$ cat src/rtl/dje_pkg.sv
package dje_pkg;

  typedef enum logic [1:0] {
    EV_LEFT  = 2'd0,
    EV_RIGHT = 2'd1,
    EV_MOVE  = 2'd2
  } event_kind_e;

  // bit positions of the active-low switch port
  localparam int unsigned BIT_SW2   = 1;
  localparam int unsigned BIT_SW3   = 2;
  localparam int unsigned BIT_PUSH  = 3;
  localparam int unsigned BIT_RIGHT = 4;
  localparam int unsigned BIT_DOWN  = 5;
  localparam int unsigned BIT_LEFT  = 6;
  localparam int unsigned BIT_UP    = 7;

  localparam int unsigned SENS_W     = 7;
  localparam int unsigned ADDR_W     = 3;
  localparam int unsigned ADDR_LSB   = 2;
  localparam logic        REG_SENSITIVITY = 1'b0;
  localparam logic [SENS_W-1:0] SENS_RESET = 7'd1;
  localparam logic [7:0]  PORT_RESET = 8'h00;

  typedef struct packed {
    logic [7:0] port_sample;
  } in_item_t;

  typedef struct packed {
    event_kind_e       event_kind;
    logic              button_down;
    logic signed [7:0] x_move;
    logic signed [7:0] y_move;
    logic              last;
  } out_item_t;

endpackage

$ cat src/rtl/dje_stream_if.sv
interface dje_stream_if #(
  parameter type T = logic
);
  logic valid;
  logic ready;
  T     data;

  modport source (output valid, output data, input ready);
  modport sink   (input valid, input data, output ready);
endinterface

$ cat src/rtl/debounced_joystick_mouse_events_top.sv
// Channel   | Dir | Payload                                          | Handshake
// ----------+-----+--------------------------------------------------+------------
// in_i      | in  | port_sample[7:0]                                 | valid/ready
// out_o     | out | event_kind, button_down, x_move, y_move, last    | valid/ready
// APB       | in  | sensitivity at 0x0                               | psel/penable
//
// An item yields one to three results, one per cycle while out_o is ready; the first
// reaches out_o through the pending set and then the output register. Items are paced
// by draining the pending result set through the single output register.
// in_i.ready rises again in the cycle the last pending result moves to the output.
// Reset clears the debounce state, button state and pending set; sensitivity goes to 1.
// Output stalls hold the output register and the pending set.
module debounced_joystick_mouse_events_top (
  input  logic                        clk_i,
  input  logic                        rst_ni,
  dje_stream_if.sink                  in_i,
  dje_stream_if.source                out_o,
  input  logic                        psel,
  input  logic                        penable,
  input  logic                        pwrite,
  input  logic [dje_pkg::ADDR_W-1:0]  paddr,
  input  logic [31:0]                 pwdata,
  output logic [31:0]                 prdata,
  output logic                        pready
);

  logic [dje_pkg::SENS_W-1:0] sens_q;
  logic [7:0]                 prev_q, deb_q;
  logic                       left_held_q, right_held_q;

  // pending results: bit0 left event, bit1 right event, bit2 movement
  logic [2:0]                 pend_q, pend_d, pend_sel, pend_left;
  logic                       left_dn_q, right_dn_q;
  logic signed [7:0]          x_q, y_q;

  logic                       out_valid_q;
  dje_pkg::out_item_t         out_q, out_d;

  logic                       load, in_acc, cfg_wr;
  logic [7:0]                 sample, deb_d;
  logic                       left_now, right_now;
  logic signed [7:0]          pos, neg, x_d, y_d;

  // ---------------- configuration ----------------
  assign pready = 1'b1;
  assign cfg_wr = psel && penable && pwrite &&
                  (paddr[dje_pkg::ADDR_LSB] == dje_pkg::REG_SENSITIVITY);
  assign prdata = (paddr[dje_pkg::ADDR_LSB] == dje_pkg::REG_SENSITIVITY) ?
                  {{(32-dje_pkg::SENS_W){1'b0}}, sens_q} : 32'd0;

  // ---------------- input side ----------------
  assign sample    = in_i.data.port_sample;
  assign deb_d     = (prev_q == sample) ? prev_q : deb_q;
  assign left_now  = !deb_d[dje_pkg::BIT_SW2] || !deb_d[dje_pkg::BIT_PUSH];
  assign right_now = !deb_d[dje_pkg::BIT_SW3];
  assign pos       = signed'({1'b0, sens_q});
  assign neg       = 8'sd0 - pos;

  always_comb begin
    if (!deb_d[dje_pkg::BIT_UP]) begin
      y_d = neg;
    end else if (!deb_d[dje_pkg::BIT_DOWN]) begin
      y_d = pos;
    end else begin
      y_d = 8'sd0;
    end
    if (!deb_d[dje_pkg::BIT_RIGHT]) begin
      x_d = pos;
    end else if (!deb_d[dje_pkg::BIT_LEFT]) begin
      x_d = neg;
    end else begin
      x_d = 8'sd0;
    end
  end

  // ---------------- pending set to output register ----------------
  assign load = (pend_q != 3'b000) && (!out_valid_q || out_o.ready);

  always_comb begin
    if (pend_q[0]) begin
      pend_sel = 3'b001;
    end else if (pend_q[1]) begin
      pend_sel = 3'b010;
    end else begin
      pend_sel = 3'b100;
    end
  end

  assign pend_left  = load ? (pend_q & ~pend_sel) : pend_q;
  assign in_i.ready = (pend_left == 3'b000);
  assign in_acc     = in_i.valid && in_i.ready;

  always_comb begin
    if (in_acc) begin
      pend_d = {1'b1, right_now != right_held_q, left_now != left_held_q};
    end else begin
      pend_d = pend_left;
    end
  end

  always_comb begin
    out_d.event_kind  = dje_pkg::EV_MOVE;
    out_d.button_down = 1'b0;
    out_d.x_move      = 8'sd0;
    out_d.y_move      = 8'sd0;
    out_d.last        = 1'b0;
    if (pend_sel[0]) begin
      out_d.event_kind  = dje_pkg::EV_LEFT;
      out_d.button_down = left_dn_q;
    end else if (pend_sel[1]) begin
      out_d.event_kind  = dje_pkg::EV_RIGHT;
      out_d.button_down = right_dn_q;
    end else begin
      out_d.x_move = x_q;
      out_d.y_move = y_q;
      out_d.last   = 1'b1;
    end
  end

  assign out_o.valid = out_valid_q;
  assign out_o.data  = out_q;

  always_ff @(posedge clk_i or negedge rst_ni) begin
    if (!rst_ni) begin
      sens_q       <= dje_pkg::SENS_RESET;
      prev_q       <= dje_pkg::PORT_RESET;
      deb_q        <= dje_pkg::PORT_RESET;
      left_held_q  <= 1'b0;
      right_held_q <= 1'b0;
      pend_q       <= 3'b000;
      out_valid_q  <= 1'b0;
    end else begin
      if (cfg_wr) begin
        sens_q <= pwdata[dje_pkg::SENS_W-1:0];
      end
      if (in_acc) begin
        prev_q       <= sample;
        deb_q        <= deb_d;
        left_held_q  <= left_now;
        right_held_q <= right_now;
      end
      pend_q <= pend_d;
      if (load) begin
        out_valid_q <= 1'b1;
      end else if (out_o.ready) begin
        out_valid_q <= 1'b0;
      end
    end
  end

  always_ff @(posedge clk_i) begin
    if (in_acc) begin
      left_dn_q  <= left_now;
      right_dn_q <= right_now;
      x_q        <= x_d;
      y_q        <= y_d;
    end
    if (load) begin
      out_q <= out_d;
    end
  end

`ifndef NO_ASSERTIONS
  // movement report is always the last one pending
  a_move_pending: assert property (@(posedge clk_i) disable iff (!rst_ni)
    (pend_q != 3'b000) |-> pend_q[2])
    else $error("pending set lacks movement report");

  a_acc_move: assert property (@(posedge clk_i) disable iff (!rst_ni)
    in_acc |=> pend_q[2])
    else $error("accepted item did not queue a movement report");

  a_last_kind: assert property (@(posedge clk_i) disable iff (!rst_ni)
    out_valid_q |-> (out_q.last == (out_q.event_kind == dje_pkg::EV_MOVE)))
    else $error("last flag does not match event kind");

  a_button_zero: assert property (@(posedge clk_i) disable iff (!rst_ni)
    (out_valid_q && out_q.event_kind != dje_pkg::EV_MOVE) |->
      (out_q.x_move == 8'sd0 && out_q.y_move == 8'sd0))
    else $error("button event carries movement");

  a_no_overrun: assert property (@(posedge clk_i) disable iff (!rst_ni)
    (out_valid_q && !out_o.ready) |=> (out_valid_q && $stable(out_q)))
    else $error("stalled result was overwritten");
`endif

endmodule

$ cat src/flat_wrapper.sv
// flat-port wrapper written by rule: the top's interface ports become plain ports
module debounced_joystick_mouse_events_top_flat 
  (clk_i, rst_ni, psel, penable, pwrite, paddr, pwdata, prdata, pready, in_i_valid, in_i_data, in_i_ready, out_o_valid, out_o_data, out_o_ready);
  dje_stream_if #(.T(dje_pkg::in_item_t)) in_i_i ();
  dje_stream_if #(.T(dje_pkg::out_item_t)) out_o_i ();
  input  logic clk_i;
  input  logic rst_ni;
  input  logic psel;
  input  logic penable;
  input  logic pwrite;
  input  logic [dje_pkg::ADDR_W-1:0] paddr;
  input  logic [31:0] pwdata;
  output logic [31:0] prdata;
  output logic pready;
  input wire logic [$bits(in_i_i.valid)-1:0] in_i_valid;
  input wire logic [$bits(in_i_i.data)-1:0] in_i_data;
  output wire logic [$bits(in_i_i.ready)-1:0] in_i_ready;
  output wire logic [$bits(out_o_i.valid)-1:0] out_o_valid;
  output wire logic [$bits(out_o_i.data)-1:0] out_o_data;
  input wire logic [$bits(out_o_i.ready)-1:0] out_o_ready;
  assign in_i_i.valid = in_i_valid;
  assign in_i_i.data = in_i_data;
  assign in_i_ready = in_i_i.ready;
  assign out_o_valid = out_o_i.valid;
  assign out_o_data = out_o_i.data;
  assign out_o_i.ready = out_o_ready;
  debounced_joystick_mouse_events_top u_core (.clk_i(clk_i), .rst_ni(rst_ni), .in_i(in_i_i), .out_o(out_o_i), .psel(psel), .penable(penable), .pwrite(pwrite), .paddr(paddr), .pwdata(pwdata), .prdata(prdata), .pready(pready));
endmodule
$ cat config.mk
export PLATFORM = sky130hd
export DESIGN_NAME = debounced_joystick_mouse_events_top_flat
export DESIGN_NICKNAME = d
export VERILOG_FILES = /design/src/rtl/dje_pkg.sv /design/src/rtl/dje_stream_if.sv /design/src/rtl/debounced_joystick_mouse_events_top.sv /design/src/flat_wrapper.sv
export SDC_FILE = /design/constraint.sdc
export NUM_CORES = 1
export LEC_CHECK = 0
export ABC_AREA = 0
export BUFFER_PORTS_ARGS = -buffer_cell sky130_fd_sc_hd__buf_2
export CORE_AREA = 8 8 89 91
export DETAILED_ROUTE_END_ITERATION = 8
export DIE_AREA = 0 0 97 99
export GPL_TIMING_DRIVEN = 0
export PLACE_DENSITY = 0.78
export REMOVE_ABC_BUFFERS = 1
export SETUP_SLACK_MARGIN = 0.05
export SLEW_MARGIN = 10
export SYNTH_ARGS = -nofsm -noshare
export SYNTH_HDL_FRONTEND = slang
export SYNTH_SLANG_ARGS = --single-unit
$ cat constraint.sdc
create_clock -name clk_i -period 2.07 [get_ports clk_i]
set_input_delay 0 -clock clk_i [delete_from_list [all_inputs] [get_ports clk_i]]
set_output_delay 0 -clock clk_i [all_outputs]
set_load 0.05 [all_outputs]
==> results of run 1 <==
==> through the flow <==
stage	power, mW	utilization (%)	hold WS [ps]	std cells	setup TNS [ps]
after floorplan	4.26	-	-296	268	-1330
after global placement	4.74	51.7	44.2	399	-735
after detailed placement	4.82	51.8	56.6	399	-905
after CTS	6.15	58.2	224	432	-51.2
after global routing	6.59	59.6	160	435	0
final	6.22	59.6	165	435	0
==> sequential cells by signal, indices dropped and copies added, names as in the netlist <==
| name | count |
|---|---|
| u_core.right_held_q | 1 |
| u_core.out_o.valid | 1 |
| u_core.left_dn_q | 1 |
| u_core.sens_q | 7 |
| u_core.deb_q | 7 |
| u_core.left_held_q | 1 |
| u_core.prev_q | 8 |
| u_core.pend_q | 3 |
| u_core.x_q | 8 |
| u_core.y_q | 8 |
| u_core.out_o.data | 19 |
| u_core.right_dn_q | 1 |
==> synth_stat cells (2+ instances only) <==
library cell and n:
a21oi_1 4, and2_1 22, conb_1 2, dfrtp_1 27, o211ai_1 3, nand2_1 38
a22o_1 2, and3_1 3, nor3_1 3, clkbuf_1 3, o21ai_1 3, buf_6 2
xnor2_1 9, o21ai_0 8, inv_1 8, mux2_2 12, a211o_1 2, o2bb2ai_1 6
o221ai_1 2, edfxtp_1 37, nand4b_1 2, buf_2 2, nor2_1 17, a32oi_1 5
nand4_1 2, buf_4 28, nand3_1 4, and4_1 2
==> critical path: stages (launching register included) <==
cell	delay, ps
dfrtp_1	440
xnor2_1	220
and4_4	330
nand3_4	130
a221o_2	420
o221ai_1	250
==> metal layers <==
| layer | GRT usage, % | wire, um | part of all wire, % |
|---|---|---|---|
| met1 | 14.9 | 2550 | 41 |
| met3 | 5.18 | 532 | 8.6 |
| met5 | 0 | 0 | 0 |
| met2 | 20.8 | 2960 | 48 |
| met4 | 7.93 | 115 | 1.9 |
==> kinds of logic after synthesis <==
kind of cell | count (synthesis)
adders and majority gates | 1
other | 2
DFF | 65
muxes | 12
xor gates and xnor gates | 9
buffers and inverters | 44
and+or+nand+nor | 101
AOI/OAI and AO/OA | 45
==> worst max-delay path by stage <==
stage,to,slack [ps],depth (start not counted),startpoint
floorplan,u_core.deb_q[1],-200,6,u_core.out_o.valid
global placement,u_core.deb_q[1],-160,6,u_core.out_o.valid
detailed placement,u_core.deb_q[1],-190,6,u_core.out_o.valid
CTS,u_core.y_q[3],-20,5,u_core.prev_q[5]
global route,u_core.x_q[7],20,5,u_core.prev_q[7]
finish,u_core.y_q[2],100,5,u_core.prev_q[7]
==> power breakdown <==
| group | total (mW) | internal [mW] | switching (mW) |
|---|---|---|---|
| clock | 1.28 | 0.802 | 0.478 |
| sequential | 2.35 | 2.06 | 0.288 |
| combinational | 2.59 | 0.736 | 1.86 |
==> final cells by class <==
cell class | count | area share [%]
Tap cell | 80 | 2.56
Clock inverter | 7 | 3.01
Inverter | 9 | 1.05
Sequential cell | 65 | 46.3
Clock buffer | 9 | 3.16
Multi-Input combinational cell | 194 | 32.4
Timing Repair Buffer | 71 | 11.4
==> repair_timing <==
item,CTS,global route
endpoints found under the setup margin,35,22
pin swaps,0,6
buffers inserted,0,3
gates resized for setup,4,15
hold buffers,17,0
endpoints found under the hold margin,43,0
==> flow_metrics.env, run 1 <==
export IMPL_fin_ws_ps=95.5
export IMPL_gp_congestion=0.921
export IMPL_hold_path_end="u_core.pend_q[2]"
export IMPL_drt_iter0_markers=61
export IMPL_cts_tree="done"
export IMPL_finalCritPeriodShare_pct=95.4
export IMPL_h_tree_depth=3
export IMPL_via_per_inst=5.07
export IMPL_r2r_end="u_core.y_q[2]"
export IMPL_critPathKind="reg -> reg"
export IMPL_fin_nets=401
export IMPL_grt_usage_pct=13.2
export IMPL_synth_warnings=0
export IMPL_synth_edf_count=37
export IMPL_diodes=0
export IMPL_cts_sinks=65
export IMPL_dp_hpwl_mm=4.48
export IMPL_rows=30
export IMPL_fin_crit_ps=1970
export IMPL_hold_viol=0
export IMPL_fin_skew_ps=6.69
export IMPL_start_kind="flip-flop"
export IMPL_wirelength_mm=6.16
export IMPL_peakVddDrop_mv=0.993
export IMPL_synth_top_family_by_area="simple AND/OR/NAND/NOR gates"
export IMPL_layout_commonest_cell="buf_2"
export IMPL_ys_flop_type="edfxtp_1"
export IMPL_die_w_um=97
export IMPL_num_io_pins=105
export IMPL_fp_dieH_um=99
export IMPL_layout_common_cells="buf_2 (51), nand2_1 (38), edfxtp_1 (37)"
export IMPL_syn_instance_count=279
export IMPL_synthTopCellsByArea="edfxtp_1 (35%), dfrtp_1 (21%), buf_4 (6.6%)"
export IMPL_die_area_sq_mm=0.00960
export IMPL_yosysTopAreaCell="edfxtp_1"
export IMPL_synth_xor_area_share_pct=2.46
export IMPL_root_buffer="clkbuf_8"
export IMPL_n_fill_cell=527
export IMPL_stdcell_area_sq_mm=0.00391
export IMPL_antenna_found_initial=0
export IMPL_syn_area_per_cell_sq_um=11.5
export IMPL_synthAdderAreaFrac_pct=0.390
export IMPL_outcome="completed"
export IMPL_synthMuxAreaShare_pct=4.21
export IMPL_area_growth_pct=22.0
export IMPL_arrival_ps=2110
export IMPL_multiInputGateArea_sq_mm=0.00127
export IMPL_drcViolationCount=0
export IMPL_maxCapViolCount=0
export IMPL_synth_cell_types=49
export IMPL_synth_compound_area_share_pct=10.9
export IMPL_synth_async_reset_ratio_pct=43.1
export IMPL_relSlewSlack_pct=43.5
export IMPL_p_leak_nw=1.69
export IMPL_maxSlewViolCount=0
export IMPL_drtAntennaViolNets=0
export IMPL_r2r_cells=5
export IMPL_grt_max_degree=32
export IMPL_vias=2204
export IMPL_critPathCaptureType="flip-flop"
export IMPL_clockBufferDepth=2
export IMPL_regArea_sq_mm=0.00181
export IMPL_synth_top_area_share_pct=34.6
export IMPL_setup_viol=0
export IMPL_cp_max_fo=8
export IMPL_clk_pin_slew_ps=70
export IMPL_holdCritPathClass="in -> reg"
export IMPL_place_area_sq_mm=0.00340
export IMPL_rsz0062_at_grt="yes"
export IMPL_coreArea_sq_mm=0.00657
export IMPL_crit_required_ps=2210
export IMPL_cts_buffers=9
export IMPL_wl_per_cell_um=14.2
export IMPL_grt_pass1_wl_mm=10.4
export IMPL_holdPathStages=3
export IMPL_r2r_slack_ps=100
export IMPL_r2r_start="u_core.prev_q[7]"
export IMPL_clock_latency_ps=330
export IMPL_worst_slew_pin_slew_ps=847
export IMPL_port_buffers=51
export IMPL_power_density_mw_per_mm2=1590
export IMPL_post_place_ws_ps=-186
export IMPL_netlist_area_sq_mm=0.00321
export IMPL_ys_seq_area_share_pct=56.5
export IMPL_hold_start="in_i_valid"
export IMPL_timing_fmax_mhz=506
export IMPL_synthSimpleGateAreaFrac_pct=16.3
export IMPL_initial_core_util_pct=48.8
export IMPL_drive_gt1_share_pct=29.0
export IMPL_ys_seq_elements=65
export IMPL_grt_pass1_vias=2173
export IMPL_gr_total_overflow=0
export IMPL_drt_pass1_iter_count=4
No activity file was read; power rests on OpenSTA's default activity.
==> run 2: changes to the inputs <==
--- a/config.mk
+++ b/config.mk
@@ -10,7 +10,6 @@
 export CORE_AREA = 8 8 89 91
 export DETAILED_ROUTE_END_ITERATION = 8
 export DIE_AREA = 0 0 97 99
-export GPL_TIMING_DRIVEN = 0
 export PLACE_DENSITY = 0.78
 export REMOVE_ABC_BUFFERS = 1
 export SETUP_SLACK_MARGIN = 0.05
==> flow_metrics.env, run 2 (same netlist as run 1, synthesis figures left out) <==
export IMPL_crit_required_ps=2110
export IMPL_port_buffers=51
export IMPL_layout_commonest_cell="buf_2"
export IMPL_clockBufferDepth=2
export IMPL_r2r_end="u_core.y_q[5]"
export IMPL_finalCritPeriodShare_pct=91.9
export IMPL_setup_viol=0
export IMPL_start_kind="flip-flop"
export IMPL_wirelength_mm=6.02
export IMPL_outcome="completed"
export IMPL_stdcell_area_sq_mm=0.00391
export IMPL_coreArea_sq_mm=0.00657
export IMPL_arrival_ps=1950
export IMPL_switching_power_mw=2.53
export IMPL_drive_gt1_share_pct=29.2
export IMPL_gp_congestion=0.916
export IMPL_holdCritPathClass="in -> async"
export IMPL_peakVddDrop_mv=0.972
export IMPL_r2r_start="u_core.prev_q[6]"
export IMPL_r2r_slack_ps=170
export IMPL_fin_crit_ps=1900
export IMPL_area_growth_pct=21.8
export IMPL_fin_skew_ps=9.41
export IMPL_cp_max_fo=6
export IMPL_rsz0062_at_grt="yes"
export IMPL_rows=30
export IMPL_timing_fmax_mhz=525
export IMPL_die_area_sq_mm=0.00960
export IMPL_r2r_cells=5
export IMPL_combinationalPowerShare_pct=44.1
export IMPL_antenna_found_initial=0
export IMPL_diodes=0
export IMPL_fin_nets=414
export IMPL_critPathCaptureType="flip-flop"
export IMPL_root_buffer="clkbuf_8"
export IMPL_die_w_um=97
export IMPL_hold_viol=0
export IMPL_cts_sinks=65
export IMPL_clock_latency_ps=320
export IMPL_p_leak_nw=1.70
export IMPL_maxSlewViolCount=0
export IMPL_pwr_share_seq_pct=38.1
export IMPL_p_total_mw=6.05
export IMPL_largest_reg_flops=19
export IMPL_num_io_pins=105
export IMPL_via_per_inst=4.97
export IMPL_place_area_sq_mm=0.00351
export IMPL_switching_share_pct=41.8
export IMPL_layout_common_cells="buf_2 (51), nand2_1 (38), edfxtp_1 (37)"
export IMPL_cts_buffers=9
export IMPL_drtAntennaViolNets=0
export IMPL_clk_pin_slew_ps=70
export IMPL_maxCapViolCount=0
export IMPL_relSlewSlack_pct=59.1
export IMPL_critPathKind="reg -> reg"
export IMPL_power_density_mw_per_mm2=1550
export IMPL_grt_pass1_vias=2226
export IMPL_gr_total_overflow=0
export IMPL_worst_slew_pin_slew_ps=613
export IMPL_grt_pass1_wl_mm=10.4
export IMPL_drt_pass1_iter_count=4
export IMPL_p_int_mw=3.52
export IMPL_cp_startpoint="u_core.prev_q[6]"
export IMPL_dp_hpwl_mm=4.55
export IMPL_grt_max_degree=29
export IMPL_grt_usage_pct=13.0
export IMPL_initial_core_util_pct=48.8
export IMPL_drt_iter0_markers=95
export IMPL_fp_dieH_um=99
export IMPL_cts_tree="done"
export IMPL_drcViolationCount=0
export IMPL_h_tree_depth=3
export IMPL_vias=2223
export IMPL_wl_per_cell_um=13.5
export IMPL_power_frac_clock_pct=17.8
export IMPL_tns_ps=0
export IMPL_hold_ws_ps=236
==> run 2: cell count changes in the layout (fill, tap and decap cells not counted), moves of 2 or more <==
| cell | before | now |
|---|---|---|
| buf_4 | 3 | 16 |
| clkinv_1 | 0 | 3 |
| xnor2_1 | 5 | 8 |
| xnor2_2 | 4 | 1 |
| clkinv_2 | 2 | 0 |
| o21ai_2 | 0 | 2 |
| o21ai_4 | 2 | 0 |
==> run 2: power groups by stage <==
stage,clock network (mW),registers (mW),logic [mW]
6_report,1.07,2.31,2.67
5_1_grt,1.17,2.37,2.91
4_1_cts,1.11,2.31,2.66
3_5_place_dp,0,2.33,2.63
3_3_place_gp,0,2.30,2.58
2_1_floorplan,0,3.07,1.18
==> run 2: routing by layer <==
layer / vias up / global-route usage (%) / share of wire [%]
met1: 1029 / 15.1 / 42
met3: 6 / 5.04 / 8.5
met2: 83 / 20.7 / 48
met4: 0 / 6.04 / 1.3
li1: 1105 / - / -
met5: - / 0 / 0
==> run 2: cell type report <==
type	count	area (sq um)
Clock inverter	5	71.3
Fill cell	550	2660
Multi-Input combinational cell	194	1220
Inverter	9	33.8
Timing Repair Buffer	84	546
Sequential cell	65	1810
Tap cell	80	100
Clock buffer	10	128
==> run 2: worst max path at each step <==
stage	to	slack, ps	cells past startpoint
finish	u_core.y_q[5]	170	5
CTS	u_core.x_q[7]	130	5
floorplan	u_core.deb_q[1]	-200	6
global placement	u_core.x_q[7]	140	5
detailed placement	u_core.x_q[7]	60	5
global route	u_core.x_q[3]	20	6
==> run 2: stage by stage <==
step	utilization, %	std cells	setup WS (ps)
floorplan	-	268	-200
global placement	53.4	414	143
detailed placement	53.4	414	64.6
CTS	59.1	446	134
global route	59.5	447	18.4
finish	59.5	447	167
==> run 2: timing repair <==
| item | in CTS | in global routing |
|---|---|---|
| setup endpoints to repair | 3 | 15 |
| hold buffers | 17 | 0 |
| hold endpoints to repair | 43 | 0 |
| pin swaps | 0 | 1 |
| gates resized for setup | 1 | 6 |
| setup buffers | 0 | 1 |
==> run 2: worst max-delay path: stages, from the launching register on <==
cell and delay (ps):
dfrtp_1 420, xnor2_1 180, nand4_1 340, o21ai_2 300
a221o_2 250, o221ai_1 140
